[config.mk]
export PLATFORM = sky130hd
export DESIGN_NAME = utf8_decoder_line_column
export DESIGN_NICKNAME = d
export VERILOG_FILES = /design/src/rtl/core/u8lc_pkg.sv /design/src/rtl/core/utf8_decoder_line_column.sv /design/src/rtl/core/u8lc_step.sv
export SDC_FILE = /design/constraint.sdc
export NUM_CORES = 1
export LEC_CHECK = 0
export ABC_AREA = 1
export BUFFER_PORTS_ARGS = -buffer_cell sky130_fd_sc_hd__buf_4
export CAP_MARGIN = 5
export CORE_MARGIN = 5
export CORE_UTILIZATION = 30
export DETAILED_ROUTE_END_ITERATION = 10
export GPL_TIMING_DRIVEN = 0
export PLACE_DENSITY_LB_ADDON = 0.15
export SLEW_MARGIN = 5
export SYNTH_ARGS = -nofsm -noshare
export SYNTH_HDL_FRONTEND = slang
export SYNTH_SLANG_ARGS = --single-unit
[constraint.sdc]
create_clock -name clock -period 10.23 [get_ports clock]
set_clock_uncertainty 0.1 [all_clocks]
set_input_delay 0.5115 -clock clock [delete_from_list [all_inputs] [get_ports clock]]
set_output_delay 0.5115 -clock clock [all_outputs]
set_load 0.02 [all_outputs]
[src/rtl/core/u8lc_pkg.sv]
// ----------------------------------------------------------------------------
// u8lc_pkg
// Types shared by the UTF-8 decoder with line and column tracking.
// ----------------------------------------------------------------------------
package u8lc_pkg;

   localparam int unsigned CpWidth  = 21;
   localparam int unsigned PosWidth = 32;

   typedef struct packed {
      logic [7:0] data_byte;
      logic       end_of_text;
   } req_type;

   typedef struct packed {
      logic [CpWidth-1:0]  code_point;
      logic                ok;
      logic [PosWidth-1:0] char_line;
      logic [PosWidth-1:0] char_column;
      logic                last;
   } rsp_type;

   typedef struct packed {
      logic [1:0]          bytes_left;
      logic [CpWidth-1:0]  partial_value;
      logic                seq_bad;
      logic [PosWidth-1:0] line_count;
      logic [PosWidth-1:0] column_count;
   } state_type;

endpackage

[src/rtl/core/utf8_decoder_line_column.sv]
// ----------------------------------------------------------------------------
// utf8_decoder_line_column
// UTF-8 decoder that tags each character with its line and column.
// ----------------------------------------------------------------------------
// The block takes one byte per clock cycle, sustained, except while a byte
// that finishes a character waits in the input register behind a full and
// stalled result register. A character's result is offered once it moves
// from the input register into the result register. The sustained rate is
// set by the loop through the sequence and position registers, which decode
// a byte and update line and column in the same cycle. An input register
// and a result register part the two channels, so a further byte is taken
// while a result waits to be collected; bytes that finish no character pass
// on even while the result channel is stalled.
module utf8_decoder_line_column (
   input  logic              clock,
   input  logic              reset,
   input  logic              req_valid,
   output logic              req_stall,
   input  u8lc_pkg::req_type req_word,
   output logic              rsp_valid,
   input  logic              rsp_stall,
   output u8lc_pkg::rsp_type rsp_word
);
   import u8lc_pkg::*;

   req_type   in_word_ff;
   logic      in_valid_ff;
   rsp_type   out_word_ff, out_word_in;
   logic      out_valid_ff;
   state_type state_ff, state_in;
   logic      emit;
   logic      out_free;
   logic      advance;

   u8lc_step u_step (
      .state      (state_ff),
      .word       (in_word_ff),
      .state_next (state_in),
      .emit       (emit),
      .result     (out_word_in)
   );

   assign out_free  = !out_valid_ff || !rsp_stall;
   assign advance   = in_valid_ff && (!emit || out_free);
   assign req_stall = in_valid_ff && !advance;
   assign rsp_valid = out_valid_ff;
   assign rsp_word  = out_word_ff;

   always_ff @(posedge clock) begin
      if (reset) begin
         in_valid_ff            <= 1'b0;
         out_valid_ff           <= 1'b0;
         state_ff.bytes_left    <= 2'd0;
         state_ff.partial_value <= '0;
         state_ff.seq_bad       <= 1'b0;
         state_ff.line_count    <= PosWidth'(1);
         state_ff.column_count  <= PosWidth'(1);
      end else begin
         if (!req_stall) begin
            in_valid_ff <= req_valid;
         end
         if (advance) begin
            state_ff <= state_in;
         end
         if (advance && emit) begin
            out_valid_ff <= 1'b1;
         end else if (!rsp_stall) begin
            out_valid_ff <= 1'b0;
         end
      end
   end

   always_ff @(posedge clock) begin
      if (req_valid && !req_stall) begin
         in_word_ff <= req_word;
      end
      if (advance && emit) begin
         out_word_ff <= out_word_in;
      end
   end

endmodule

[src/rtl/core/u8lc_step.sv]
// ----------------------------------------------------------------------------
// u8lc_step
// Next-state and result logic for one byte of the text.
// ----------------------------------------------------------------------------
module u8lc_step (
   input  u8lc_pkg::state_type state,
   input  u8lc_pkg::req_type   word,
   output u8lc_pkg::state_type state_next,
   output logic                emit,
   output u8lc_pkg::rsp_type   result
);
   import u8lc_pkg::*;

   localparam logic [CpWidth-1:0]  Newline = CpWidth'(8'h0A);
   localparam logic [PosWidth-1:0] PosMax  = '1;
   localparam logic [PosWidth-1:0] PosOne  = PosWidth'(1);

   logic [7:0]          b;
   logic [CpWidth-1:0]  cp;
   logic                ok;
   logic                bad;
   logic [1:0]          left;
   logic [CpWidth-1:0]  value;
   logic [PosWidth-1:0] line_inc;
   logic [PosWidth-1:0] col_inc;

   assign b        = word.data_byte;
   assign line_inc = (state.line_count == PosMax) ? PosMax : state.line_count + PosOne;
   assign col_inc  = (state.column_count == PosMax) ? PosMax : state.column_count + PosOne;

   always_comb begin
      emit  = 1'b0;
      ok    = 1'b0;
      cp    = '0;
      bad   = state.seq_bad;
      left  = state.bytes_left;
      value = state.partial_value;

      if (state.bytes_left == 2'd0) begin
         if (b inside {[8'h00:8'h7F]}) begin
            emit = 1'b1;
            ok   = 1'b1;
            cp   = CpWidth'(b);
         end else if (b inside {[8'hC0:8'hDF]}) begin
            left  = 2'd1;
            value = CpWidth'(b[4:0]);
            bad   = 1'b0;
         end else if (b inside {[8'hE0:8'hEF]}) begin
            left  = 2'd2;
            value = CpWidth'(b[3:0]);
            bad   = 1'b0;
         end else if (b inside {[8'hF0:8'hF7]}) begin
            left  = 2'd3;
            value = CpWidth'(b[2:0]);
            bad   = 1'b0;
         end else begin
            // A stray continuation byte or an impossible lead is an error of its own.
            emit = 1'b1;
         end
         if (!emit && word.end_of_text) begin
            emit = 1'b1;
         end
      end else begin
         if (b[7:6] != 2'b10) begin
            bad = 1'b1;
         end
         value = {state.partial_value[CpWidth-7:0], b[5:0]};
         left  = state.bytes_left - 2'd1;
         if (left == 2'd0) begin
            emit = 1'b1;
            ok   = !bad;
            cp   = ok ? value : '0;
         end else if (word.end_of_text) begin
            emit = 1'b1;
         end
      end

      result.code_point  = cp;
      result.ok          = ok;
      result.char_line   = state.line_count;
      result.char_column = state.column_count;
      result.last        = word.end_of_text;

      state_next.bytes_left    = left;
      state_next.partial_value = value;
      state_next.seq_bad       = bad;
      state_next.line_count    = state.line_count;
      state_next.column_count  = state.column_count;

      if (emit && ok) begin
         if (cp == Newline) begin
            state_next.line_count   = line_inc;
            state_next.column_count = PosOne;
         end else begin
            state_next.column_count = col_inc;
         end
      end

      // The end of a text starts the next one from a clean position.
      if (word.end_of_text) begin
         state_next.bytes_left    = 2'd0;
         state_next.partial_value = '0;
         state_next.seq_bad       = 1'b0;
         state_next.line_count    = PosOne;
         state_next.column_count  = PosOne;
      end else if (emit) begin
         state_next.partial_value = '0;
         state_next.seq_bad       = 1'b0;
      end
   end

endmodule

==> out/summary.txt, run 1 <==
CP max stage cell - dfxtp_1
Setup TNS - 0 ps
Nets - 1,147
Final Setup Violations - 0
Final Slew Violations - 0
# DRC - 0
CTS root buffer - clkbuf_16
Routed Antenna Nets - 0
Core Region - 27,700 um^2
Final Util - 37.0%
Vias in the first global route - 7,025
Share of cells above drive strength 1 - 15.1%
Peak VDD IR - 0.0802 mV
Syn Area/Cell - 8.29 um^2
Slowest stage delay, CP - 540 ps
Tmin final - 2800 ps
Top-count cell post-synth - nand2_1
Synth Instances - 1,012
WS Path Type - flop to flop
CTS H-tree lvls - 4
Post-synth top area share - 34.3%
Outcome - finished, final reports clean
Die area - 31,400 um^2
DIE HEIGHT - 177 um
Top cells by area, synth - edfxtp_1 34%, dfxtp_1 20%, nand2_1 11%
Via/cell ratio - 4.74
Initial Utilization - 30.3%
Area of the multi-input gates - 3290 um^2
CTS tree - done
Area Overhead vs Synth - 22.0%
Std cell rows - 61
WP data arrival - 3050 ps
CP cell instances - ha_1, nand3_1, inv_1, nand2_1, nor2_1, nand2_1, clkbuf_1, nand3_1, nand4_1, o21ai_1
Number of flops mapped to enable cells by yosys - 96
Syn Nets - 1,027
Most used DFF post-synth - edfxtp_1
Routed WL per cell - 16.4 um
Yosys reg bits - 180
Ranking of synthesized cells by instance count - 256 x nand2_1, 139 x nor2_1, 96 x edfxtp_1, 88 x inv_1, 87 x nand3_1
HPWL Detailed - 18,500 um
First-pass GRT wire length - 39,500 um
Leakage - 3.64 nW
Detailed-route via count - 7,226
CTS max path bufs - 2
Final hold viol count - 0
Initial DRT Pass Iterations - 5
Ports - 102
Cell area power density - 155 nW/um^2
GP Congestion - 0.934
CP delay by family, top - simple AND/OR/NAND/NOR gates
Max-cap violations - 0
Post-synthesis cell area - 8390 um^2
Worst path bufs/invs - 2
Skew-Pair Late Insertion Delay - 440 ps
Critical Path Fanout Max - 10
Synth unique cells - 35
Clk slew on worst S/H paths - 80 ps
CTS sink cnt - 180
GR Overflow Total - 0
GR Util All Layers - 16.0%
Seq/Total Area, Yosys - 54.4%
Crit share post-route - 27.4%
Hold-fix buffers, CTS - 0
Fillcell total - 2,930
RSZ-0062 raised after global routing - false
Fmax - 357 MHz
Port bufs - 100
Sequential cell area - 4560 um^2
CP endpoint kind - flop
Horiz. Die Dim - 177 um
Antenna Cells - 0
Post-synth top area cell - edfxtp_1
Pin count of the biggest net entering global routing - 47
Critical Path RT - 10,480 ps
Crit start category - flop
Max_slew headroom - 54.4%
Initial drt markers - 553
Final Power - 1.58 mW
Cts bufs inserted - 17
Asr flop ratio synth - 0%
Routed WL - 25,000 um
Worst-margin pin slew - 685 ps
Initial antenna violation count - 0
Syn. warnings - 0
Post-CTS Resized - 0
Post-CTS setup buffers - 0
Worst hold path class - primary input to flop
[registers in the layout (all words and copies together) (netlist names)]
register	cells
rsp_valid	1
in_word_ff	9
state_ff	82
rsp_word	87
in_valid_ff	1
[cell usage in the layout (no fill, tap or decap), types with 2 or more instances in the layout]
cell,count
dfxtp_1,84
xor2_1,11
nor2_1,139
nor2_2,6
inv_1,87
a21oi_1,48
nor3_1,14
nand2_4,2
nand3b_1,8
a211oi_1,3
xnor2_1,6
o2111ai_1,3
ha_1,2
o21ai_1,25
clkbuf_1,17
nand3_1,87
inv_2,5
nand3_2,3
clkbuf_16,18
buf_6,6
nand2_2,2
inv_6,6
buf_2,11
edfxtp_1,96
buf_4,102
o21ai_0,34
inv_8,3
nand4_1,47
nand2_1,256
[worst paths after layout]
kind,cells after the start,to,from,slack (ps)
max reg2reg,10,state_ff[45],state_ff[32],7430
min reg2reg,0,rsp_word[49],state_ff[48],380
max,10,state_ff[45],state_ff[32],7430
min,1,in_word_ff[3],req_word[3],140
[metrics by stage]
stage	instance area [um^2]	setup slack, ps	hold WS [ps]	std cells
after floorplan	8390	7010	330	1012
after CTS	10200	7440	129	1523
after detailed placement	9650	7480	359	1491
after global placement	9620	5970	358	1490
final	10200	7430	141	1523
after global routing	10200	7180	124	1523
[kinds of logic after synthesis]
group,count (synthesis),synth area share [%]
flip-flops,180,54.4
adder cells (fa/ha/maj),2,0.298
AND/OR/NAND/NOR,570,29.8
AO/OA/AOI/OAI,116,7.32
XOR/XNOR,17,1.77
buffers and inverters,127,6.47
[power by group]
part | switching (mW) | total [mW] | internal (mW)
registers | 0.0113 | 0.794 | 0.783
clock network | 0.308 | 0.675 | 0.367
logic | 0.0779 | 0.115 | 0.0369
total | 0.397 | 1.58 | 1.19
[final cells by class]
class                   instances  area share (%)
inverters                      93            3.43
flip-flops and latches        180            44.6
well taps                     378            4.62
clock buffers                  21            4.60
plain buffers                  34            1.89
multi-input cells             705            32.1
repair buffers                101            7.60
clock inverters                11            1.21
[metal layers]
layer / GRT usage [%] / vias to the layer above / share of wire, %
met4: 3.58 / 0 / 0.92
met3: 3.12 / 20 / 4.9
met1: 23.4 / 3360 / 50
met2: 24.6 / 193 / 44
li1: - / 3653 / -
met5: 0 / - / 0
Power figures use the tool's default switching activity.
==> inputs of run 2 (changes only) <==
--- a/config.mk
+++ b/config.mk
@@ -5,7 +5,7 @@
 export SDC_FILE = /design/constraint.sdc
 export NUM_CORES = 1
 export LEC_CHECK = 0
-export ABC_AREA = 1
+export ABC_AREA = 0
 export BUFFER_PORTS_ARGS = -buffer_cell sky130_fd_sc_hd__buf_4
 export CAP_MARGIN = 5
 export CORE_MARGIN = 5
==> constraint.sdc (replaced) <==
create_clock -name clock -period 2.7 [get_ports clock]
set_clock_uncertainty 0.1 [all_clocks]
set_input_delay 0.135 -clock clock [delete_from_list [all_inputs] [get_ports clock]]
set_output_delay 0.135 -clock clock [all_outputs]
set_load 0.02 [all_outputs]
==> run 2 against run 1 <==
- final cell count is 22% lower
- sequential share of layout area rose by 2.6 points
- sequential power grew to 3.8 times the previous value
- die area fell by 9.6%
- clock power rose to 3.7 times the previous value
- worst hold slack got worse by 77 ps
- largest cell class unchanged
==> out/summary.txt, run 2 <==
# DRC - 0 (unchanged)
GP Congestion - 0.816 (-13%)
GR Util All Layers - 14.0% (-2.0 points)
Routed Antenna Nets - 0 (unchanged)
Most frequent cells in the layout - 115 x buf_4, 96 x edfxtp_1, 84 x dfxtp_1
Top cells by area, synth - edfxtp_1 38%, dfxtp_1 22%, a21oi_1 3.9%
Routed WL - 20,200 um (-19%)
Initial DRT Pass Iterations - 7 (+2)
CP delay by family, top - compound AO/OA/AOI/OAI gates
Asr flop ratio synth - 0% (unchanged)
Nets - 866 (-24%)
Initial Utilization - 30.2% (-0.081 points)
Seq pwr share - 50.3% (+0.2 points)
Slowest stage delay, CP - 680 ps (+140 ps)
Via/cell ratio - 4.96 (+4.6%)
Post-synth top area share - 38.2% (+3.9 points)
Syn Nets - 720 (-30%)
Top-count cell post-synth - edfxtp_1
Ports - 102 (unchanged)
DIE HEIGHT - 169 um (-4.9%)
Worst hold path class - primary input to flop
Max-cap violations - 0 (unchanged)
Syn Area/Cell - 10.7 um^2 (+29%)
Vias in the first global route - 5,672 (-19%)
Fillcell total - 2,518 (-14%)
Area of the multi-input gates - 2860 um^2 (-13%)
Most used DFF post-synth - edfxtp_1
Detailed-route via count - 5,925 (-18%)
Clock power frac - 42.0% (-0.6 points)
Final Setup Violations - 0 (unchanged)
Clk slew on worst S/H paths - 70 ps (about the same)
Synth unique cells - 64 (+83%)
Die area - 28,400 um^2 (-9.6%)
Skew-Pair Late Insertion Delay - 430 ps (about the same)
Area Overhead vs Synth - 28.3%
WP data arrival - 2630 ps (-420 ps)
Share of cells above drive strength 1 - 21.9% (+6.8 points)
Commonest non-fill, non-tap cell in the layout - buf_4
Core Region - 25,000 um^2 (-9.9%)
Cell Area, Placed - 8790 um^2 (-8.9%)
Crit start category - flop
CTS sink cnt - 180 (unchanged)
Worst path bufs/invs - 2 (unchanged)
CP endpoint kind - flop
Simple-gate portion of the synthesized area - 20.1% (-9.6 points)
Cts bufs inserted - 17 (unchanged)
CTS H-tree lvls - 4 (unchanged)
Horiz. Die Dim - 169 um (-4.9%)
CTS tree - done
Max_slew headroom - 42.4% (-12 points)
WS Path Type - flop to flop
Crit share post-route - 94.7% (+67 points)
Number of flops mapped to enable cells by yosys - 96 (unchanged)
Cell area power density - 619 nW/um^2 (+300%)
CTS root buffer - clkbuf_16
Largest family of logic cells by synthesized area - simple AND/OR/NAND/NOR gates
Port bufs - 100 (unchanged)
Worst-margin pin slew - 861 ps (+176 ps)
Synth Instances - 705 (-30%)
CP cell instances - and4b_1, a2111oi_2, nor2_4, buf_16, buf_12
Syn. warnings - 0 (unchanged)
DP Worst Slack - -152 ps (-7630 ps)
Std cell rows - 58 (-4.9%)
Antenna Cells - 0 (unchanged)
Layout Cells excl Fill - 1,194 (-22%)
RSZ-0062 raised after global routing - false
Fmax - 391 MHz (+9.5%)
Tmin final - 2560 ps (-243 ps)
Post-synthesis cell area - 7540 um^2 (-10%)
Initial antenna violation count - 0 (unchanged)
Sw Ratio - 22.9% (-2.2 points)
HPWL Detailed - 13,700 um (-26%)
Cell count after placement - 1,138 (-24%)
Post-synth top area cell - edfxtp_1
Post-Synth Adder-Cell Area - 0.332% (+0.034 points)
Final Util - 38.8% (+1.8 points)
Critical Path Fanout Max - 29 (+19)
Final worst slack - 143 ps (-7290 ps)
Reg2reg setup slack - 140 ps (-7290 ps)
CTS max path bufs - 2 (unchanged)
Pin count of the biggest net entering global routing - 30 (-36%)
Ranking of synthesized cells by instance count - 96 x edfxtp_1, 84 x dfxtp_1, 62 x nand2_1, 59 x a21oi_1, 46 x nor2_1
Peak VDD IR - 0.343 mV (+330%)
Leakage - 3.37 nW (-7.3%)
Final Slew Violations - 0 (unchanged)
Max reg flops - 87 (unchanged)
Yosys reg bits - 180 (unchanged)
Final hold viol count - 0 (unchanged)
Sw Pwr - 1.37 mW (+250%)
Critical Path RT - 2780 ps (-7700 ps)
GR Overflow Total - 0 (unchanged)
First-pass GRT wire length - 31,400 um (-20%)
Final instance area - 9680 um^2 (-5.5%)
CP max stage cell - a2111oi_2
Mux contribution to synthesized area - 0.531% (+0.53 points)
Initial drt markers - 384 (-31%)
Sequential cell area - 4560 um^2 (unchanged)
Logic pwr share - 7.7% (+0.5 points)
Synth Area in Compound Gates - 15.6% (+8.3 points)
Routed WL per cell - 16.9 um (+2.8%)
Hold Slack - 64.0 ps (-76.6 ps)
Outcome - finished, final reports clean
Seq/Total Area, Yosys - 60.5% (+6.1 points)
Synth Area in XOR/XNOR - 0% (-1.8 points)
Power Internal - 4.62 mW (+290%)
[run 2: through the flow]
stage	power, mW	TNS, ps
2_1_floorplan	3.30	0
3_3_place_gp	3.50	-71400
3_5_place_dp	3.51	-4700
4_1_cts	6.08	0
5_1_grt	6.23	0
6_report	5.99	0
[run 2: worst paths after layout]
| kind | startpoint | end | cells after the start |
|---|---|---|---|
| setup reg to reg | in_word_ff[6] | rsp_word[7] | 5 |
| hold / removal | rsp_stall | rsp_valid | 3 |
| hold reg to reg | state_ff[20] | rsp_word[21] | 0 |
| setup / recovery | in_word_ff[6] | rsp_word[7] | 5 |
[run 2: layout make-up]
cell class              instances  share of cell area, %
clock buffers                  22                   4.69
multi-input cells             478                   29.5
inverters                      15                  0.582
repair buffers                126                   10.6
clock inverters                10                   1.38
flip-flops and latches        180                   47.2
well taps                     330                   4.27
plain buffers                  33                   1.80
[run 2: logic make-up (layout without fill, tap and decap cells)]
group | after synthesis | count (layout)
AO/OA/AOI/OAI | 182 | 183
adder cells (fa/ha/maj) | 2 | 2
buffers and inverters | 48 | 206
flip-flops | 180 | 180
multiplexers | 4 | 4
AND/OR/NAND/NOR | 289 | 289
[run 2: routing by layer]
| metal | up-vias | share of wire, % | global-route usage (%) |
|---|---|---|---|
| li1 | 2957 | - | - |
| met1 | 2821 | 48 | 19.3 |
| met2 | 128 | 47 | 22.1 |
| met5 | - | 0 | 0 |
| met4 | 0 | 1.4 | 4.45 |
| met3 | 19 | 4.1 | 2.87 |
[run 2: power by group through the flow]
| stage | Sequential (mW) | Clock (mW) | Combinational [mW] |
|---|---|---|---|
| finish | 3.01 | 2.52 | 0.464 |
| global route | 3.02 | 2.71 | 0.499 |
| CTS | 3.01 | 2.61 | 0.460 |
| detailed placement | 3.07 | 0 | 0.442 |
| global placement | 3.08 | 0 | 0.423 |
| floorplan | 3.15 | 0 | 0.149 |
[run 2: tightest hold or removal path, stage by stage]
cell and delay, ps:
buf_4 80, nand2_1 150, a21oi_1 180
[run 2: repair_timing]
item                                   CTS  global route
setup endpoints to repair               52            75
pin swaps                                2             5
setup buffers                            3            10
gates resized for setup                  4            22
hold buffers                            10             0
endpoints found under the hold margin   10             0
gates cloned                             0             1
